## config.mk

```make
export PLATFORM = sky130hd
export DESIGN_NAME = blm_mul
export DESIGN_NICKNAME = d
export VERILOG_FILES = /design/src/rtl/blm_pkg.sv /design/src/rtl/blm_mul.sv
export SDC_FILE = /design/constraint.sdc
export NUM_CORES = 2
export LEC_CHECK = 0
export BUFFER_PORTS_ARGS = -buffer_cell sky130_fd_sc_hd__buf_4
export CAP_MARGIN = 20
export CORE_ASPECT_RATIO = 1.2
export CORE_MARGIN = 2
export CORE_UTILIZATION = 25
export DETAILED_ROUTE_END_ITERATION = 7
export PLACE_DENSITY = 0.39
export SLEW_MARGIN = 40
export SYNTH_ARGS = -nofsm -noshare
export SYNTH_HDL_FRONTEND = slang
export SYNTH_SLANG_ARGS = --single-unit
```

## constraint.sdc

```tcl
create_clock -name clk_i -period 16.4 [get_ports clk_i]
set_clock_uncertainty 0.05 [all_clocks]
set_input_delay 1.64 -clock clk_i [delete_from_list [all_inputs] [get_ports clk_i]]
set_output_delay 1.64 -clock clk_i [all_outputs]
set_load 0.02 [all_outputs]
```

## src/rtl/blm_pkg.sv

```systemverilog
// shared types, constants and saturating arithmetic helpers for the line minimizer
`default_nettype none
package blm_pkg;

  localparam int unsigned FRAC_BITS  = 32;
  localparam int unsigned GOLD_SHIFT = 32;
  localparam logic signed [63:0] GOLDEN_FRACTION = 64'sd1640531527;
  localparam logic signed [63:0] S64_MAX = {1'b0, {63{1'b1}}};
  localparam logic signed [63:0] S64_MIN = {1'b1, {63{1'b0}}};

  // result status codes
  typedef enum logic [1:0] {
    STAT_PROBE = 2'd0,
    STAT_CONV  = 2'd1,
    STAT_LIMIT = 2'd2,
    STAT_ERR   = 2'd3
  } status_e;

  // configuration register indexes
  localparam logic [1:0] CFG_REL_TOL  = 2'd0;
  localparam logic [1:0] CFG_ABS_FLR  = 2'd1;
  localparam logic [1:0] CFG_MAX_ITER = 2'd2;

  // saturating add
  function automatic logic signed [63:0] sadd(input logic signed [63:0] a,
                                              input logic signed [63:0] b);
    logic signed [64:0] s;
    s = {a[63], a} + {b[63], b};
    if (s[64] != s[63]) return s[64] ? S64_MIN : S64_MAX;
    return s[63:0];
  endfunction

  // saturating subtract
  function automatic logic signed [63:0] ssub(input logic signed [63:0] a,
                                              input logic signed [63:0] b);
    logic signed [64:0] s;
    s = {a[63], a} - {b[63], b};
    if (s[64] != s[63]) return s[64] ? S64_MIN : S64_MAX;
    return s[63:0];
  endfunction

  function automatic logic signed [63:0] sneg(input logic signed [63:0] a);
    return ssub(64'sd0, a);
  endfunction

  function automatic logic signed [63:0] sabs(input logic signed [63:0] a);
    return a[63] ? sneg(a) : a;
  endfunction

  function automatic logic signed [63:0] asr1(input logic signed [63:0] a);
    return {a[63], a[63:1]};
  endfunction

  // magnitude as unsigned, most negative value maps to 2^63
  function automatic logic [63:0] mag(input logic signed [63:0] a);
    return a[63] ? (64'd0 - a) : a;
  endfunction

endpackage
`default_nettype wire

```

## src/rtl/blm_mul.sv

```systemverilog
// shared multiplier: exact 128-bit product from 32x32 partials, shift and saturate
`default_nettype none
module blm_mul (
  input  wire logic               clk_i,
  input  wire logic               rst_ni,
  input  wire logic               start_i,
  input  wire logic signed [63:0] a_i,
  input  wire logic signed [63:0] b_i,
  input  wire logic               gold_i,
  output logic                    done_o,
  output logic signed [63:0]      res_o
);

  localparam int unsigned GOLD_SHIFT_C = blm_pkg::GOLD_SHIFT;
  localparam int unsigned FRAC_BITS_C  = blm_pkg::FRAC_BITS;

  logic [63:0]         ma_q, mb_q;
  logic                neg_q, gold_q, act_q, done_q;
  logic [2:0]          phase_q;
  logic [127:0]        acc_q;
  logic signed [63:0]  res_q;

  logic [31:0]         ah, bh;
  logic [63:0]         pp;
  logic [127:0]        ppx;
  logic [6:0]          off;
  logic signed [127:0] shd;

  // partial product for the current phase
  always_comb begin
    ah  = phase_q[1] ? ma_q[63:32] : ma_q[31:0];
    bh  = phase_q[0] ? mb_q[63:32] : mb_q[31:0];
    pp  = 64'(ah) * 64'(bh);
    off = (7'(phase_q[1]) + 7'(phase_q[0])) * 7'd32;
    ppx = {64'd0, pp} << off;
    shd = $signed(acc_q) >>> (gold_q ? GOLD_SHIFT_C : FRAC_BITS_C);
  end

  // control
  always_ff @(posedge clk_i or negedge rst_ni) begin
    if (!rst_ni) begin
      act_q   <= 1'b0;
      done_q  <= 1'b0;
      phase_q <= 3'd0;
    end else begin
      done_q <= 1'b0;
      if (start_i) begin
        act_q   <= 1'b1;
        phase_q <= 3'd0;
      end else if (act_q) begin
        if (phase_q == 3'd5) begin
          act_q  <= 1'b0;
          done_q <= 1'b1;
        end
        phase_q <= phase_q + 3'd1;
      end
    end
  end

  // datapath
  always_ff @(posedge clk_i) begin
    if (start_i) begin
      ma_q   <= blm_pkg::mag(a_i);
      mb_q   <= blm_pkg::mag(b_i);
      neg_q  <= a_i[63] ^ b_i[63];
      gold_q <= gold_i;
      acc_q  <= 128'd0;
    end else if (act_q) begin
      if (phase_q < 3'd4) begin
        acc_q <= acc_q + ppx;
      end else if (phase_q == 3'd4) begin
        if (neg_q) acc_q <= 128'd0 - acc_q;
      end else begin
        if ((&shd[127:63]) || !(|shd[127:63])) res_q <= shd[63:0];
        else res_q <= shd[127] ? blm_pkg::S64_MIN : blm_pkg::S64_MAX;
      end
    end
  end

  assign done_o = done_q;
  assign res_o  = res_q;

endmodule
`default_nettype wire

```

## Word level (Yosys, flattened, before mapping)

Cells that the tools add are included.

- Output and inout port bits: 65
- Word-level logic and storage cells: 51
- Register bits: 326

- Shift-type cells: 1
- Reductions and logical operators: 9
- Bitwise gates (word level): 4
- Multipliers: 1
- $add $sub $neg: 6
- Order comparisons: 1
- Muxes and demuxes: 17
- Eq/ne operators: 2

Operators by type and width:

| kind | number |
|---|---|
| 128-bit 2-to-1 mux | 3 |
| 128-bit adder | 1 |
| 64-bit 2-to-1 mux | 2 |
| 64-bit by 7-bit << shifter with 128-bit output | 1 |
| 1-bit by 128-bit subtractor with 128-bit output, first input constant | 1 |
| 1-bit by 64-bit subtractor with 64-bit output, first input constant | 2 |
| 63-bit 2-to-1 mux | 2 |
| 32-bit by 32-bit multiplier with 64-bit output | 1 |
| 32-bit 2-to-1 mux | 2 |
| 33-bit AND reduction | 1 |
| 33-bit OR reduction | 1 |
| 3-bit equality test, second input constant | 2 |
| 1-bit 2-to-1 mux | 6 |
| 3-bit 2-to-1 mux | 2 |
| 2-bit nonzero test | 3 |
| 4-bit AND reduction | 1 |
| 3-bit by 1-bit adder with 3-bit output, second input constant | 1 |
| 3-bit less-than comparator, second input constant | 1 |
| 1-bit NOT | 3 |
| 3-bit AND reduction | 1 |
| 1-bit by 1-bit adder with 2-bit output | 1 |
| 1-bit logical NOT | 1 |
| 1-bit logical OR | 1 |
| 1-bit XOR | 1 |

## Logic depth before layout (Yosys ltp)

- Word-level depth: 5
- Depth in mapped cells: 46
- Gate-level depth less buffers: 40

## Worst setup path after synthesis

No wires, ideal clock.

- Kind: flip-flop to flip-flop
- From: register phase_q[1]
- To: register acc_q[120]
- Cell stages (with the launch flop): 41
- Setup time: 0.134 ns
- Arrival: 11.337 ns
- Path slack: 4.879 ns
- Path buffers: 6
- Cell sequence: dfrtp_1 > clkbuf_1 > clkbuf_1 > buf_1 > mux2i_1 > clkbuf_1 > nor2_1 > fa_1 > fa_1 > fa_1 > inv_1 > fa_1 > inv_1 > fa_1 > fa_1 > fa_1 > fa_1 > ha_1 > [... 5 more ...] > o21ai_0 > a31oi_1 > o31ai_1 > nand2_1 > mux2i_1 > nand2_1 > ha_1 > clkbuf_1 > nand4_1 > or2_2 > nor4_1 > nand3_1 > a2111oi_0 > o21ai_0 > o21a_1 > o31ai_1 > a21oi_1 > or4_1

- Cells in the longest elaborated chain, start to end: 5
- Elaborated cells on any way between the ends: 11

RTL lines:

| item | line | text |
|---|---|---|
| start, declared | blm_mul.sv:19 | `logic [2:0] phase_q;` |
| start signal, assigned | blm_mul.sv:55 | `phase_q <= phase_q + 3'd1;` |
| 32-bit 2-to-1 mux | blm_mul.sv:31 | `ah = phase_q[1] ? ma_q[63:32] : ma_q[31:0];` |
| 32-bit by 32-bit multiplier with 64-bit output | blm_mul.sv:33 | `pp = 64'(ah) * 64'(bh);` |
| 64-bit by 7-bit << shifter with 128-bit output | blm_mul.sv:35 | `ppx = {64'd0, pp} << off;` |
| 128-bit adder | blm_mul.sv:70 | `acc_q <= acc_q + ppx;` |
| 128-bit 2-to-1 mux | blm_mul.sv:69 | `if (phase_q < 3'd4) begin` |
| end signal, assigned | blm_mul.sv:70 |  |
| end signal, assigned | blm_mul.sv:72 | `if (neg_q) acc_q <= 128'd0 - acc_q;` |
| end, declared | blm_mul.sv:20 | `logic [127:0] acc_q;` |

Parallel ways exist; a longest one is shown, timed or not.
A chain may end at the register's enable or synchronous reset.

## Worst setup path after layout

- From: register phase_q[0]
- To: register acc_q[120]

- Cells in the longest elaborated chain, start to end: 5
- Elaborated cells on any way between the ends: 11

RTL lines:

| item | line | text |
|---|---|---|
| 32-bit 2-to-1 mux | blm_mul.sv:32 | `bh = phase_q[0] ? mb_q[63:32] : mb_q[31:0];` |
| 32-bit by 32-bit multiplier with 64-bit output | blm_mul.sv:33 |  |
| 64-bit by 7-bit << shifter with 128-bit output | blm_mul.sv:35 |  |
| 128-bit adder | blm_mul.sv:70 |  |
| 128-bit 2-to-1 mux | blm_mul.sv:69 |  |

Parallel ways exist; a longest one is shown, timed or not.

==> results.yml <==
critical_path:
  end_kind: "flip-flop"
  r2r_end: "acc_q[120]"
  reg2reg_slack_ns: 1.88
  crit_fanout: 33
  reg2regPathDepth: 38
  startpoint: "phase_q[0]"
  critPathLaunchType: "flip-flop"
  crit_type: "reg2reg"
  cp_common_cell: "fa_1"
  r2r_start: "phase_q[0]"
  cp_slowest_cell: "dfrtp_4"
  required_ns: 16.90
  cp_data_arrival_time_ns: 15.02
  cp_num_buf_inv: 5
  cp_top_family: "adder cells"
  cpPeakStageDelay_ns: 0.92
placement:
  place.gp.congestion: 0.9117
  port-buffer-count: 195
  place_inst: 10350
  hpwl_mm: 212.2
  placed_area_um2: 65650
timing:
  period_minus_slack_ns: 14.52
  post-route-period-util: 0.8852
  relSlewSlack: 0.3388
  fmax_mhz: 68.88
  finalHoldWorstSlack_ns: 0.4929
  slew_violations: 0
  setup-tns-final_ns: 0
  tightestPinTransition_ns: 0.9918
  rsz0062_at_grt: "no"
  finalSetupViolCount: 0
  finalHoldViolCount: 0
floorplanning:
  start_util: 0.2513
  pin_count: 197
  coreArea_um2: 237400
  die_y_um: 539.1
  die-area_um2: 242600
  die_x_um: 449.9
  core.rowCount: 196
yosys:
  synthAdderAreaFrac: 0.3841
  synth_compound_area_frac: 0.1343
  synth_edf_count: 193
  ys_types: 89
  synth_area_um2: 59660
  yosysTopAreaCell: "fa_1"
  synth_seq_cells: 326
  synthesis.instances: 7187
  synth.area.mux_share: 0.02706
  seq_area_frac_synth: 0.1422
  async_flop_share: 0.01534
  ys_top_cells_by_area: "fa_1 (30%), edfxtp_1 (9.7%), ha_1 (8.3%)"
  synth_top_area_share: 0.3010
  avgSynthCellArea_um2: 8.301
  synth_xor_area_frac: 0.04281
  yosysMostFrequentCell: "nand2_1"
  yosysWarningCount: 0
  synth_top_family_by_area: "adder cells"
  syn_nets: 8612
  ys_top_cells_by_count: "nand2_1 (968), inv_1 (921), nor2_1 (905)"
  synth-simple-area-share: 0.1871
  ys.flop_type: "edfxtp_1"
clock_network:
  h-tree-depth: 2
  clk_pin_slew_ns: 0.07
  cts_resized: 0
  clk_latency_ns: 0.68
  clock_path_buffers: 3
  cts_tree: "done"
  postCtsHoldBufs: 0
  post_cts_buffers: 0
  cts-root-buf: "clkbuf_16"
  cts_sinks: 326
  numCtsBuffers: 43
final_layout:
  instances_no_fill: 10430
  drive_above_1_share: 0.08529
  fillerInstances: 25740
  final_area_um2: 67060
  layout.nets: 8648
  area_growth_pct: 12.41
route:
  wl_per_cell_um: 25.07
  via_count: 52570
  drc: 0
  drt_wl_total_mm: 261.4
  drt_iter0_drc: 3436
  ant_nets: 0
  vias_per_cell: 5.041
  firstDrtPassIters: 6
hold_path:
  hold_depth: 2
  hold_path_end: "acc_q[0]"
  hold_path.startpoint: "acc_q[0]"
  hp-class: "reg2reg"
global_route:
  antenna_found_initial: 5
  grt_max_degree: 136
  grtUsageTotal: 0.2119
  grt_pass1_wl_mm: 380.3
  grt-ovfl-total: 0
  grt_pass1_vias: 54820
run:
  maxCapViolCount: 0
outcome:
  status: "complete, no violations"
[worst max-delay path by stage]
stage	cells past startpoint	end
final	38	acc_q[120]
after global routing	38	acc_q[120]
after CTS	39	acc_q[120]
after detailed placement	39	acc_q[120]
after global placement	41	acc_q[120]
after floorplan	40	acc_q[120]
[final cells by class]
class | count | area [um2] | share of cell area
Antenna cell | 2 | 5.005 | 0.00007463
Inverter | 924 | 3468 | 0.05172
Multi-Input combinational cell | 5556 | 46820 | 0.6982
Sequential cell | 326 | 8494 | 0.1267
Tap cell | 3168 | 3964 | 0.05911
Timing Repair Buffer | 372 | 2935 | 0.04377
Clock inverter | 32 | 276.5 | 0.004123
Clock buffer | 48 | 1095 | 0.01633
[metrics by stage]
| stage | worst slack [ns] | util |
|---|---|---|
| floorplan | 4.879 | - |
| global placement | 1.798 | 0.2749 |
| detailed placement | 1.742 | 0.2766 |
| CTS | 1.683 | 0.2823 |
| global route | 1.483 | 0.2825 |
| finish | 1.883 | 0.2825 |
[state kept, by name (all words and copies together) (netlist names)]
name and flops:
acc_q 128, ma_q 64, done_o 1, phase_q 3, res_o 64, neg_q 1, mb_q 64, act_q 1
[placed cells by master (no fill, tap or decap), types with 17 or more instances in the layout]
cell type	count
mux2i_1	38
nor3_1	128
xnor2_1	216
mux2i_4	29
and2_1	61
nor2b_1	18
buf_4	359
dfxtp_1	128
nand3_1	82
fa_1	897
nand2b_1	43
nand2_1	964
or3_1	49
nor4_1	47
o22ai_1	69
nand4_1	99
a22oi_1	25
mux2i_2	20
xor2_1	68
o211ai_1	17
a31oi_1	51
a21oi_1	375
o41ai_1	25
a221oi_1	21
or4_1	37
clkbuf_16	43
edfxtp_1	193
a211oi_1	62
o21ai_0	285
o21a_1	27
mux2_2	52
and3_1	23
ha_1	396
inv_1	921
o21bai_1	44
a21o_1	99
nor2_1	903
o31ai_1	66
[kinds of logic after synthesis]
| kind of cell | after synthesis |
|---|---|
| muxes | 153 |
| AOI/OAI and AO/OA | 1278 |
| DFF | 326 |
| buffers and inverters | 1305 |
| adders and majority gates | 1293 |
| xor gates and xnor gates | 290 |
| and+or+nand+nor | 2542 |
[worst register-to-register path, delay by kind of cell, from the launching register on]
| family | cells | cell delay, ns |
|---|---|---|
| buffers and inverters | 5 | 1.70 |
| AND/OR/NAND/NOR | 9 | 2.73 |
| multiplexers | 1 | 0.71 |
| flip-flops | 1 | 0.92 |
| AO/OA/AOI/OAI | 13 | 3.63 |
| adder cells (fa/ha/maj) | 10 | 4.65 |
[per-layer routing]
| metal | vias up | part of all wire | GRT usage |
|---|---|---|---|
| li1 | 23880 | - | - |
| met1 | 26800 | 0.42 | 0.2608 |
| met2 | 1466 | 0.49 | 0.3728 |
| met3 | 419 | 0.043 | 0.02462 |
| met4 | 2 | 0.048 | 0.08760 |
| met5 | - | 0.000042 | 0 |
Power is not shown: default switching activity piles up to over one toggle a cycle in this logic, so the estimate is an artifact.
